File: config.mk
export PLATFORM = sky130hd
export DESIGN_NAME = tsb_ctrl
export DESIGN_NICKNAME = d
export VERILOG_FILES = /design/src/design/tsb_pkg.sv /design/src/design/tsb_ctrl.sv
export SDC_FILE = /design/constraint.sdc
export NUM_CORES = 1
export LEC_CHECK = 0
export BUFFER_PORTS_ARGS = -buffer_cell sky130_fd_sc_hd__buf_4
export CAP_MARGIN = 20
export CELL_PAD_IN_SITES_DETAIL_PLACEMENT = 0
export CELL_PAD_IN_SITES_GLOBAL_PLACEMENT = 2
export CORE_AREA = 2 2 39 41
export CTS_CLUSTER_DIAMETER = 40
export DETAILED_ROUTE_END_ITERATION = 10
export DIE_AREA = 0 0 41 43
export PLACE_DENSITY = 0.63
export RECOVER_POWER = 50
export SYNTH_ARGS = -nofsm -noshare
export SYNTH_HDL_FRONTEND = slang
export SYNTH_SLANG_ARGS = --single-unit
File: constraint.sdc
create_clock -name clock -period 2.3 [get_ports clock]
set_input_delay 0.23 -clock clock [delete_from_list [all_inputs] [get_ports clock]]
set_output_delay 0.23 -clock clock [all_outputs]
set_load 0.01 [all_outputs]
File: src/design/tsb_pkg.sv
// shared types and constants of the size class bitmap search block
// no dependencies
`default_nettype none

package tsb_pkg;

   localparam int SIZE_BITS    = 48;
   localparam int FL_OUT_BITS  = 5;
   localparam int SL_BITS      = 3;
   localparam int SL_COUNT     = 8;
   localparam int HEADER_BYTES = 32;
   localparam int MIN_BLOCK    = 64;
   localparam int MIN_SHIFT    = 6;
   localparam logic [SIZE_BITS-1:0] SIZE_SAT = 48'hFFFF_FFFF_FFF8;

   typedef enum logic [1:0] {
      CMD_SEARCH = 2'd0,
      CMD_INSERT = 2'd1,
      CMD_REMOVE = 2'd2,
      CMD_NONE   = 2'd3
   } tsb_command_type;

   typedef enum logic [2:0] {
      STATUS_OK        = 3'd0,
      STATUS_NO_FIT    = 3'd1,
      STATUS_ZERO      = 3'd2,
      STATUS_UNDERFLOW = 3'd3,
      STATUS_OVERFLOW  = 3'd4
   } tsb_status_code_type;

   typedef enum logic [2:0] {
      ST_IDLE,
      ST_MAP,
      ST_UPDATE,
      ST_SEARCH_A,
      ST_SEARCH_B
   } tsb_state_type;

   // controller to datapath
   typedef struct packed {
      logic load;       // capture request item
      logic map_en;     // register class, start count read
      logic search_en;  // register find-first-set results
      logic commit;     // write result, update counts and bitmaps
   } tsb_ctrl_type;

   // datapath to controller
   typedef struct packed {
      logic is_search;
      logic slot_free;
   } tsb_status_type;

endpackage

`default_nettype wire

File: src/design/tsb_ctrl.sv
// sequencing state machine of the size class bitmap search block
// depends on tsb_pkg
`default_nettype none

module tsb_ctrl (
   input  wire logic                    clock,
   input  wire logic                    reset,
   input  wire logic                    req_valid,
   input  wire logic [1:0]              req_command,
   output logic                         req_stall,
   input  wire tsb_pkg::tsb_status_type sts,
   output tsb_pkg::tsb_ctrl_type        ctl
);

   tsb_pkg::tsb_state_type state_ff, state_in;
   logic                   take_item;

   assign take_item = (state_ff == tsb_pkg::ST_IDLE) && req_valid &&
                      (req_command != tsb_pkg::CMD_NONE);

   always_comb begin
      state_in = state_ff;
      unique case (state_ff)
         tsb_pkg::ST_IDLE: begin
            if (take_item) begin
               state_in = tsb_pkg::ST_MAP;
            end
         end
         tsb_pkg::ST_MAP: begin
            state_in = sts.is_search ? tsb_pkg::ST_SEARCH_A : tsb_pkg::ST_UPDATE;
         end
         tsb_pkg::ST_SEARCH_A: begin
            state_in = tsb_pkg::ST_SEARCH_B;
         end
         tsb_pkg::ST_UPDATE, tsb_pkg::ST_SEARCH_B: begin
            if (sts.slot_free) begin
               state_in = tsb_pkg::ST_IDLE;
            end
         end
         default: state_in = tsb_pkg::ST_IDLE;
      endcase
   end

   always_comb begin
      ctl       = '0;
      req_stall = 1'b1;
      unique case (state_ff)
         tsb_pkg::ST_IDLE: begin
            req_stall = 1'b0;
            ctl.load  = take_item;
         end
         tsb_pkg::ST_MAP:      ctl.map_en    = 1'b1;
         tsb_pkg::ST_SEARCH_A: ctl.search_en = 1'b1;
         tsb_pkg::ST_UPDATE, tsb_pkg::ST_SEARCH_B: begin
            ctl.commit = sts.slot_free;
         end
         default: req_stall = 1'b1;
      endcase
   end

   always_ff @(posedge clock) begin
      if (reset) begin
         state_ff <= tsb_pkg::ST_IDLE;
      end else begin
         state_ff <= state_in;
      end
   end

endmodule

`default_nettype wire

=== After elaboration in Yosys (flattened, before gate mapping) ===
Index checks and enable logic that the tools add are counted.
Widths: inputs -> output; s select.

* Bitwise operators: 0
* Muxes and demuxes: 9
* Magnitude comparators: 0
* Shifts and indexed selects: 0
* Add/subtract/negate cells: 0
* Equality and inequality tests: 7
* Divide/modulo/power cells: 0
* Multipliers: 0
* Reductions and logical operators: 5

{| class="wikitable"
|+ Operator list
! cell !! count
|-
| $pmux 3 s4 || 1
|-
| $eq 3x2->1 const B || 2
|-
| $mux 1 || 6
|-
| $mux 3 || 2
|-
| $ne 2x2->1 const B || 3
|-
| $eq 3x1->1 const B || 1
|-
| $eq 3x3->1 const B || 1
|-
| $logic_not 3->1 || 1
|-
| $logic_and 1x1->1 || 2
|-
| $reduce_and 2->1 || 1
|-
| $reduce_or 2->1 || 1
|}

* Bits in read-only memories: 0
* Bits in latches: 0
* Output and inout port bits: 5
* Register bits: 3
* Input bits: 7
* Memory bits (writable): 0
* Memories kept: 0

=== Logic depth before layout (Yosys ltp) ===
Gate-level depths: netlist of run 1.

* Depth after elaboration: 5
* Depth in mapped cells: 4
* Depth with buffers taken out: 3

=== Least setup slack after synthesis of run 1 ===
Ideal clock, no wire load.

* Path type: flip-flop to output port
* Start point: register state_ff[0]
* End point: output port ctl[3] (netlist bit)
* Arrival time: 0.967 ns
* Data required time: 2.070 ns
* Setup slack: 1.103 ns
* Cell stages (with the launch flop): 4
* Cell sequence: dfxtp_1 buf_6 or3_4 nor2_2

{| class="wikitable"
|+ RTL lines
! item !! RTL line !! text
|-
| start: declaration || tsb_ctrl.sv:15 || <nowiki>tsb_pkg::tsb_state_type state_ff, state_in;</nowiki>
|-
| start signal: assignment || tsb_ctrl.sv:63 || <nowiki>state_ff <= tsb_pkg::ST_IDLE;</nowiki>
|-
| start signal: assignment || tsb_ctrl.sv:65 || <nowiki>state_ff <= state_in;</nowiki>
|-
| end: declaration || tsb_ctrl.sv:12 || <nowiki>output tsb_pkg::tsb_ctrl_type ctl</nowiki>
|}

==> metrics.md, run 1 <==
| Metric | Value |
|---|---|
| Run status | finished, final reports clean |
| Fin Setup TNS | 0 ns |
| Dpl hpwl | ~360 um |
| Layout area overhead | 48.8% |
| Cts hold-fix bufs | 0 |
| Register bit total from synthesis | 3 |
| Initial antenna violation count | 0 |
| Mapped Cells | 23 |
| Final Hold Violating Endpoints | 0 |
| Power per cell area | approximately 610 nW/um2 |
| WL/cell | between 8 and 9 um |
| Vias in the first global route | ~210 |
| Max clock buf depth | 2 |
| Overall Global Routing Usage | 6.11% |
| Largest Register | state_ff |
| CTS root buf | clkbuf_4 |
| Diode count | 0 |
| Synth unique cells | 16 |
| Clk_skew | around 0.0054 ns |
| Number of DRC markers in iteration 0 | 0 |
| CTS clk-pin slew, worst paths | ~0.040 ns |
| Global route overflow | 0 |
| Ports | 12 |
| Pleak | around 0.13 nW |
| Final setup violating endpoints | 0 |
| Placed cell area | 297 um2 |
| Normalized max-slew margin | around four fifths |
| Routed Antenna Nets | 0 |
| CTS tree | built |
| First-pass GRT wire length | 724 um |
| DR vias | roughly 210 |
| Remaining DRCs | 0 |
| Int Pwr | ~0.15 mW |
| Core Area | ~1400 um2 |
| Net Count, Synth | 30 |
| Final instance area | roughly 310 um2 |
| Row cnt | 14 |
| Switch share | around a quarter |
| Crit path time final | 1.47 ns |
| Clk_lat worst skew | between 0.2 and 0.25 ns |
| Area share of the largest cell type after synthesis | about 29% |
| Fill cell count | 158 |
| P_sw | 0.0457 mW |
| Hold WC Path Type | in2reg |
| Sequential Power Share | 31.9% |
| Seq/Total Area, Yosys | about 29% |
| Worst Tran Pin Value | about 0.31 ns |
| Initial Util | between 10% and 20% |
| Max Slew Vio Count | 0 |
| Fin crit share | between 60 and 70% |
| Die extent in x | slightly above 40 um |
| Post-CTS Setup Repair Bufs | 0 |
| Number of buffers created by CTS | 3 |
| Yosys warns | 0 |
| GP Congestion | between 0.6 and 0.7 |
| Syn avg cell area | 9.14 um2 |
| Setup crit end kind | output port |
| CTS sink count | 3 |
| Util after Layout | a little under a quarter |
| Comb pwr share | 20.9% |
| CP required | just over 2 ns |
| Final Power | approximately 0.19 mW |
| H-tree levels | 1 |
| Nets | 44 |
| Clock power share | 47.2% |
| Critical path class | reg2out |
| Startpoint Class | flip-flop |
| Fraction of layout cells with a size suffix above 1 | between 40 and 50% |
| Critical path arrival | around 1.2 ns |
| Synthesized cell area | 210 um2 |
| Max VDD drop | between 0.00015 and 0.0002 V |
| First drt pass iteration count | 1 |
| CP max FO | 9 |
| Chip Height | 43 um |
| Resize count post-CTS | 0 |
| Synth area leaders | dfxtp_1 29%, nor3b_1 11%, nand3b_4 9.5% |
| WL final | ~470 um |
| Vias per cell | approximately 4 |
| # port buffers | 11 |
| Die ar. | roughly 1800 um2 |
| F_max | 0.680 GHz |
| Maximum number of pins on one net before global-route repair | 10 |
| Most area-hungry cell type in the Yosys netlist | dfxtp_1 |
| Non-filler cells, final | 52 |
| Max reg flops | 3 |
| Biggest regs | state_ff x3 |
| RSZ-0062 raised after global routing | no |
| Max_cap viols | 0 |
| Placed Cells | 48 |
placed cells by master (no fill, tap or decap):
| cell | instances |
|---|---|
| a2111oi_0 | 1 |
| a21oi_1 | 1 |
| and3b_1 | 1 |
| buf_4 | 10 |
| clkbuf_1 | 2 |
| clkbuf_4 | 3 |
| dfxtp_1 | 3 |
| inv_1 | 1 |
| nand2_1 | 3 |
| nand3b_4 | 1 |
| nor2_1 | 2 |
| nor2_2 | 1 |
| nor3_1 | 1 |
| nor3b_1 | 3 |
| nor4b_1 | 1 |
| or3_4 | 1 |
| xnor2_1 | 1 |
final cells by class:
| class | count | area (um2) | area share, % |
|---|---|---|---|
| clock buffer | 4 | 26.3 | 8.40 |
| multi-input combinational | 17 | 124 | 39.6 |
| tap | 16 | 20.0 | 6.40 |
| timing repair buffer | 11 | 78.8 | 25.2 |
| sequential | 3 | 60.1 | 19.2 |
| inverter | 1 | 3.75 | 1.20 |
logic make-up after synthesis:
kind of cell	after synthesis	synth area share, %
and+or+nand+nor	14	48.2
DFF	3	28.6
buffers and inverters	3	9.52
AOI/OAI and AO/OA	2	9.52
xor gates and xnor gates	1	4.17
Yosys cell counts, drive strengths merged:
library cell  count
nor2              3
buf               2
nor3b             3
nor4b             1
a21oi             1
a2111oi           1
or3               1
and3b             1
nand3b            1
dfxtp             3
inv               1
nand2             3
xnor2             1
nor3              1
power groups by stage:
stage	clock, mW	combinational [mW]	sequential [mW]
final	0.0901	0.0399	0.0610
after global routing	0.0982	0.0434	0.0618
after CTS	0.0947	0.0427	0.0613
after floorplan	0	0.0297	0.0570
after detailed placement	0	0.0425	0.0622
after global placement	0	0.0421	0.0617
final timing paths:
kind / startpoint / end / slack (ns) / cells after the start
min: reset / state_ff[1]$_SDFFE_PP0P_ / 0.18 / 2
max reg2reg: state_ff[0]$_SDFFE_PP0P_ / state_ff[0]$_SDFFE_PP0P_ / 1.28 / 2
max: state_ff[0]$_SDFFE_PP0P_ / ctl[3] / 0.83 / 3
min reg2reg: state_ff[2]$_SDFFE_PP0P_ / state_ff[1]$_SDFFE_PP0P_ / 0.56 / 1
critical path, stage by stage (launching register included):
cell and delay (ns):
dfxtp_1 0.37, or3_4 0.42, nor2_2 0.10, buf_4 0.12
metrics by stage:
step	setup slack, ns	hold WS, ns
after floorplan	1.10	0.299
after global placement	1.09	0.415
after detailed placement	1.06	0.416
after CTS	0.812	0.170
after global routing	0.769	0.170
final	0.830	0.178
layer usage:
layer  GRT usage [%]  up-vias  wire [um]
li1                -      106          -
met1            6.07       96        204
met2            9.06       10        207
met3            3.66        0         53
met4            4.00        0          0
met5               0        -          0
(Power assumes the default switching activity.)
==> run 2: changes to the inputs <==
==> constraint.sdc (replaced) <==
create_clock -name clock -period 1.48 [get_ports clock]
set_input_delay 0.148 -clock clock [delete_from_list [all_inputs] [get_ports clock]]
set_output_delay 0.148 -clock clock [all_outputs]
set_load 0.01 [all_outputs]
==> run 2 against run 1 <==
Net effect:
- cell area stayed put
- combinational power is 55% higher
- via count is 2.8% lower
- sequential power is 55% higher
- clock power is 58% higher
- global-route usage is 0.19 points lower
- clock skew is 0.0027 ns lower
- non-clock buffer count stayed put
- die area stayed put
- setup slack worse by 0.73 ns
- flip-flop and latch count stayed put
- core utilization stayed put
- critical endpoint unchanged
- highest routed layer is now met4
==> metrics.md, run 2 (same netlist as run 1, synthesis figures left out) <==
| Metric | Value |
|---|---|
| Fraction of layout cells with a size suffix above 1 | 44.4% (unchanged) |
| Chip Height | 43 um (unchanged) |
| Ports | 12 (unchanged) |
| Final Power | 0.299 mW (+56%) |
| WL final | 434 um (-6.7%) |
| Routed Antenna Nets | 0 (unchanged) |
| Diode count | 0 (unchanged) |
| Run status | finished, final reports clean |
| Max VDD drop | 0.000281 V (+74%) |
| Die ar. | 1760 um2 (unchanged) |
| Initial antenna violation count | 0 (unchanged) |
| GP Congestion | 0.675 (-2.8%) |
| CTS clk-pin slew, worst paths | 0.04 ns (about the same) |
| Number of DRC markers in iteration 0 | 2 (+2) |
| Normalized max-slew margin | 79.2% (+0.27 points) |
| Resize count post-CTS | 0 (unchanged) |
| Final Hold Violating Endpoints | 0 (unchanged) |
| Initial Util | 15.2% (unchanged) |
| Number of buffers created by CTS | 3 (unchanged) |
| CP max FO | 9 (unchanged) |
| Clk_lat worst skew | 0.23 ns (about the same) |
| Placed Cells | 48 (unchanged) |
| First drt pass iteration count | 2 (+1) |
| Vias per cell | 3.96 (-2.8%) |
| RSZ-0062 raised after global routing | no |
| Max_cap viols | 0 (unchanged) |
| Setup crit end kind | output port |
| Largest Register | state_ff |
| Hold WC Path Type | in2reg |
| CTS root buf | clkbuf_4 |
| Max Slew Vio Count | 0 (unchanged) |
| Die extent in x | 41 um (unchanged) |
| Pleak | 0.135 nW (unchanged) |
| Worst Tran Pin Value | 0.304 ns (-0.00390 ns) |
| Setup WS pre-CTS | 0.335 ns (-0.729 ns) |
| Global route overflow | 0 (unchanged) |
| CTS tree | built |
| Fill cell count | 166 (+5.1%) |
| Crit path launch | state_ff[0]$_SDFFE_PP0P_ |
| Maximum number of pins on one net before global-route repair | 10 (unchanged) |
| Worst-case reg-to-reg path depth | 2 (unchanged) |
| Nets | 44 (unchanged) |
| Reg2Reg Launch Point | state_ff[0]$_SDFFE_PP0P_ |
| Setup WS post-layout | 0.0977 ns (-0.732 ns) |
| Clk_skew | 0.00262 ns (-0.00274 ns) |
| F_max | 0.723 GHz |
| Final setup violating endpoints | 0 (unchanged) |
| Dpl hpwl | 330 um (-8.0%) |
| R2r endpoint | state_ff[0]$_SDFFE_PP0P_ |
| Critical path arrival | 1.23 ns (about the same) |
| Max clock buf depth | 2 (unchanged) |
| Biggest regs | state_ff x3 |
| Layout area overhead | 48.8% (unchanged) |
| Power per cell area | 954 nW/um2 (+56%) |
| Post-CTS Setup Repair Bufs | 0 (unchanged) |
| First-pass GRT wire length | 669 um (-7.6%) |
| Most common cell after layout, fill and taps aside | buf_4 |
| DR vias | 206 (-2.8%) |
| Overall Global Routing Usage | 5.92% (-0.19 points) |
| Non-filler cells, final | 52 (unchanged) |
| Core Area | 1380 um2 (unchanged) |
| Setup crit end | ctl[3] |
| Util after Layout | 22.6% (unchanged) |
| Vias in the first global route | 181 (-13%) |
| R2R setup slack | 0.48 ns (-0.80 ns) |
| H-tree levels | 1 (unchanged) |
| CP required | 1.33 ns (-0.74 ns) |
| Commonest cells after routing, fill and taps aside | 10 x buf_4, 3 x nor3b_1, 3 x nand2_1, 3 x clkbuf_4, 3 x dfxtp_1 |
| Startpoint Class | flip-flop |
| Crit path time final | between 1 and 1.5 ns |
| CTS sink count | 3 (unchanged) |
| Row cnt | 14 (unchanged) |
| WL/cell | 8.35 um (-6.7%) |
| Cts hold-fix bufs | 0 (unchanged) |
| # port buffers | 11 (unchanged) |
| Max reg flops | 3 (unchanged) |
| Critical path class | reg2out |
| Remaining DRCs | 0 (unchanged) |
| Fin crit share | between 90% and 100% |
| Fin Setup TNS | 0 ns (unchanged) |
==> run 2: area by class of cell <==
cell class,count,area [um2],area share (%)
Inverter,1,3.75,1.20
Clock buffer,4,26.3,8.40
Multi-Input combinational cell,17,124,39.6
Sequential cell,3,60.1,19.2
Tap cell,16,20.0,6.40
Timing Repair Buffer,11,78.8,25.2
==> run 2: metrics by stage <==
stage	cell area, um2	hold WS [ns]
after CTS	323	0.0882
after floorplan	210	0.217
after detailed placement	297	0.336
after global routing	313	0.0823
after global placement	297	0.333
final	313	0.0863
==> run 2: worst max-delay path: stages, from the launching register on <==
cell,delay (ns)
dfxtp_1,0.37
or3_4,0.42
nor2_2,0.10
buf_4,0.12
==> run 2: metal layers <==
metal	vias to the layer above	track usage [%]	share of wire (%)
met5	-	0	0
met4	0	6.00	3.7
met3	2	1.57	11
met2	12	7.50	41
met1	86	7.37	44
li1	106	-	-
==> run 2: worst min path at each step <==
stage / from / end / slack, ns / depth (start not counted)
after floorplan: reset / state_ff[0]$_SDFFE_PP0P_ / 0.22 / 1
after global routing: reset / state_ff[2]$_SDFFE_PP0P_ / 0.08 / 2
final: reset / state_ff[2]$_SDFFE_PP0P_ / 0.09 / 2
after CTS: reset / state_ff[0]$_SDFFE_PP0P_ / 0.09 / 2
after global placement: reset / state_ff[0]$_SDFFE_PP0P_ / 0.33 / 2
after detailed placement: reset / state_ff[0]$_SDFFE_PP0P_ / 0.34 / 2
==> run 2: where the power goes <==
group	total, mW	internal [mW]	switching (mW)	leakage (nW)
combinational	0.0617	0.0390	0.0227	0.0953
clock	0.142	0.101	0.0412	0.0150
sequential	0.0947	0.0859	0.00881	0.0245
total	0.299	0.226	0.0727	0.135
==> run 3: changes to the inputs <==
--- a/config.mk
+++ b/config.mk
@@ -5,7 +5,7 @@
 export SDC_FILE = /design/constraint.sdc
 export NUM_CORES = 1
 export LEC_CHECK = 0
-export BUFFER_PORTS_ARGS = -buffer_cell sky130_fd_sc_hd__buf_4
+export BUFFER_PORTS_ARGS = -buffer_cell sky130_fd_sc_hd__clkbuf_2
 export CAP_MARGIN = 20
 export CELL_PAD_IN_SITES_DETAIL_PLACEMENT = 0
 export CELL_PAD_IN_SITES_GLOBAL_PLACEMENT = 2
==> run 3 against run 2 <==
Net effect:
- flip-flop and latch count unchanged
- die area unchanged
- fmax down 1.9%
- register-to-register slack worse by 0.03 ns
- total power down 3.6%
==> metrics.md, run 3 (same netlist as run 1, synthesis figures left out) <==
| Metric | Value |
|---|---|
| Die extent in x | 41 um (unchanged) |
| Final Power | 0.288 mW (-3.6%) |
| Fin Setup TNS | 0 ns (unchanged) |
| Worst-case reg-to-reg path depth | 2 (unchanged) |
| Core Area | 1380 um2 (unchanged) |
| Maximum number of pins on one net before global-route repair | 10 (unchanged) |
| Fraction of layout cells with a size suffix above 1 | 47.2% (+2.8 points) |
| Critical path arrival | 1.26 ns (+0.03 ns) |
| F_max | 0.710 GHz (-1.9%) |
| Number of DRC markers in iteration 0 | 0 (-2) |
| CTS sink count | 3 (unchanged) |
| Routed Antenna Nets | 0 (unchanged) |
| CTS tree | built |
| Startpoint Class | flip-flop |
| Hold depth | 2 (unchanged) |
| CTS root buf | clkbuf_4 |
| Setup WS pre-CTS | 0.310 ns (-0.0243 ns) |
| Largest Register | state_ff |
| Fin crit share | 95.2% (+1.8 points) |
| Number of buffers created by CTS | 3 (unchanged) |
| Hold WC Path Type | in2reg |
| Normalized max-slew margin | 79.1% (-0.096 points) |
| First-pass GRT wire length | 683 um (+2.1%) |
| Crit path launch | state_ff[0]$_SDFFE_PP0P_ |
| WP buf/inv | 1 (unchanged) |
| Commonest cells after routing, fill and taps aside | 11 x clkbuf_2, 3 x nor3b_1, 3 x nand2_1, 3 x clkbuf_4, 3 x dfxtp_1 |
| CP max FO | 9 (unchanged) |
| Max Slew Vio Count | 0 (unchanged) |
| Fill cell count | 165 (-0.60%) |
| HP Start | reset |
| DR vias | 193 (-6.3%) |
| H-tree levels | 1 (unchanged) |
| Row cnt | 14 (unchanged) |
| CP required | 1.33 ns (about the same) |
| Worst path slowest cell | or3_4 |
| Vias in the first global route | 184 (+1.7%) |
| Max VDD drop | 0.000237 V (-16%) |
| Resize count post-CTS | 0 (unchanged) |
| Global route overflow | 0 (unchanged) |
| WL/cell | 7.92 um (-5.1%) |
| # port buffers | 11 (unchanged) |
| Overall Global Routing Usage | 5.61% (-0.31 points) |
| Chip Height | 43 um (unchanged) |
| Final setup violating endpoints | 0 (unchanged) |
| Ports | 12 (unchanged) |
| First drt pass iteration count | 1 (-1) |
| Setup crit end kind | output port |
| Clk_lat worst skew | 0.23 ns (about the same) |
| Post-CTS Setup Repair Bufs | 0 (unchanged) |
| Biggest regs | state_ff x3 |
| Layout area overhead | 37.5% |
| Max clock buf depth | 2 (unchanged) |
| Most common cell after layout, fill and taps aside | clkbuf_2 |
| Critical path class | reg2out |
| Remaining DRCs | 0 (unchanged) |
| Initial antenna violation count | 0 (unchanged) |
| Run status | finished, final reports clean |
| Top delay family on crit path | simple AND/OR/NAND/NOR gates |
| Max_cap viols | 0 (unchanged) |
| Cts hold-fix bufs | 0 (unchanged) |
| Pleak | 0.131 nW (-2.6%) |
| Vias per cell | 3.71 (-6.3%) |
| Nets | 44 (unchanged) |
| Clk_skew | 0.00453 ns (+0.00191 ns) |
| CTS clk-pin slew, worst paths | 0.04 ns (about the same) |
| GP Congestion | 0.574 (-15%) |
| Power per cell area | 996 nW/um2 (+4.3%) |
| WP depth | 3 (unchanged) |
| RSZ-0062 raised after global routing | no |
| Setup WS post-layout | 0.0706 ns (-0.0271 ns) |
| Max reg flops | 3 (unchanged) |
| Crit path largest cell delay | 0.42 ns (about the same) |
| Crit path time final | 1.41 ns (+0.0271 ns) |
| Critical-path cell list | or3_4 > nor2_2 > clkbuf_2 |
| Initial Util | 15.2% (unchanged) |
| WL final | 412 um (-5.1%) |
| Diode count | 0 (unchanged) |
| Worst Tran Pin Value | 0.306 ns (+0.00140 ns) |
| Die ar. | 1760 um2 (unchanged) |
| Reg2Reg Launch Point | state_ff[0]$_SDFFE_PP0P_ |
| Final Hold Violating Endpoints | 0 (unchanged) |
-- run 3: changes by cell type in the layout (fill, tap and decap cells not counted) --
cell / delta
clkbuf_2: +11
clkbuf_1: -1
buf_4: -10
-- run 3: worst register-to-register path, stage by stage (launching register included) --
cell	delay [ns]
dfxtp_1	0.46
nand2_1	0.08
a2111oi_0	0.37
-- run 3: layout make-up --
cell class	instances	area [um2]	share of cell area, %
clock buffer	4	26.3	9.09
sequential	3	60.1	20.8
timing repair buffer	11	55.1	19.0
multi-input combinational	17	124	42.9
tap	16	20.0	6.93
inverter	1	3.75	1.30
-- run 3: worst paths after layout --
| path | endpoint | slack [ns] |
|---|---|---|
| setup / recovery | ctl[3] | 0.07 |
| hold / removal | state_ff[2]$_SDFFE_PP0P_ | 0.11 |
| setup reg to reg | state_ff[0]$_SDFFE_PP0P_ | 0.45 |
| hold reg to reg | state_ff[1]$_SDFFE_PP0P_ | 0.57 |
-- run 3: layer usage --
layer / routed length (um) / GRT usage (%)
met2: 167 / 8.13
met5: 0 / 0
met4: 0 / 4.00
met3: 43 / 1.57
met1: 200 / 6.71
-- run 3: stage by stage --
step,hold slack [ns],instance area [um2],utilization [%],instances
after floorplan,0.217,210,-,23
after global placement,0.357,269,19.4,48
after detailed placement,0.355,269,19.4,48
after CTS,0.109,295,21.3,52
after global routing,0.117,289,20.9,52
final,0.106,289,20.9,52
-- run 3: power by group --
group	switching [mW]	internal, mW	leakage, nW	total (mW)
registers	0.00919	0.0858	0.0245	0.0950
clock network	0.0393	0.101	0.0150	0.140
logic	0.0231	0.0295	0.0919	0.0527
total	0.0716	0.216	0.131	0.288
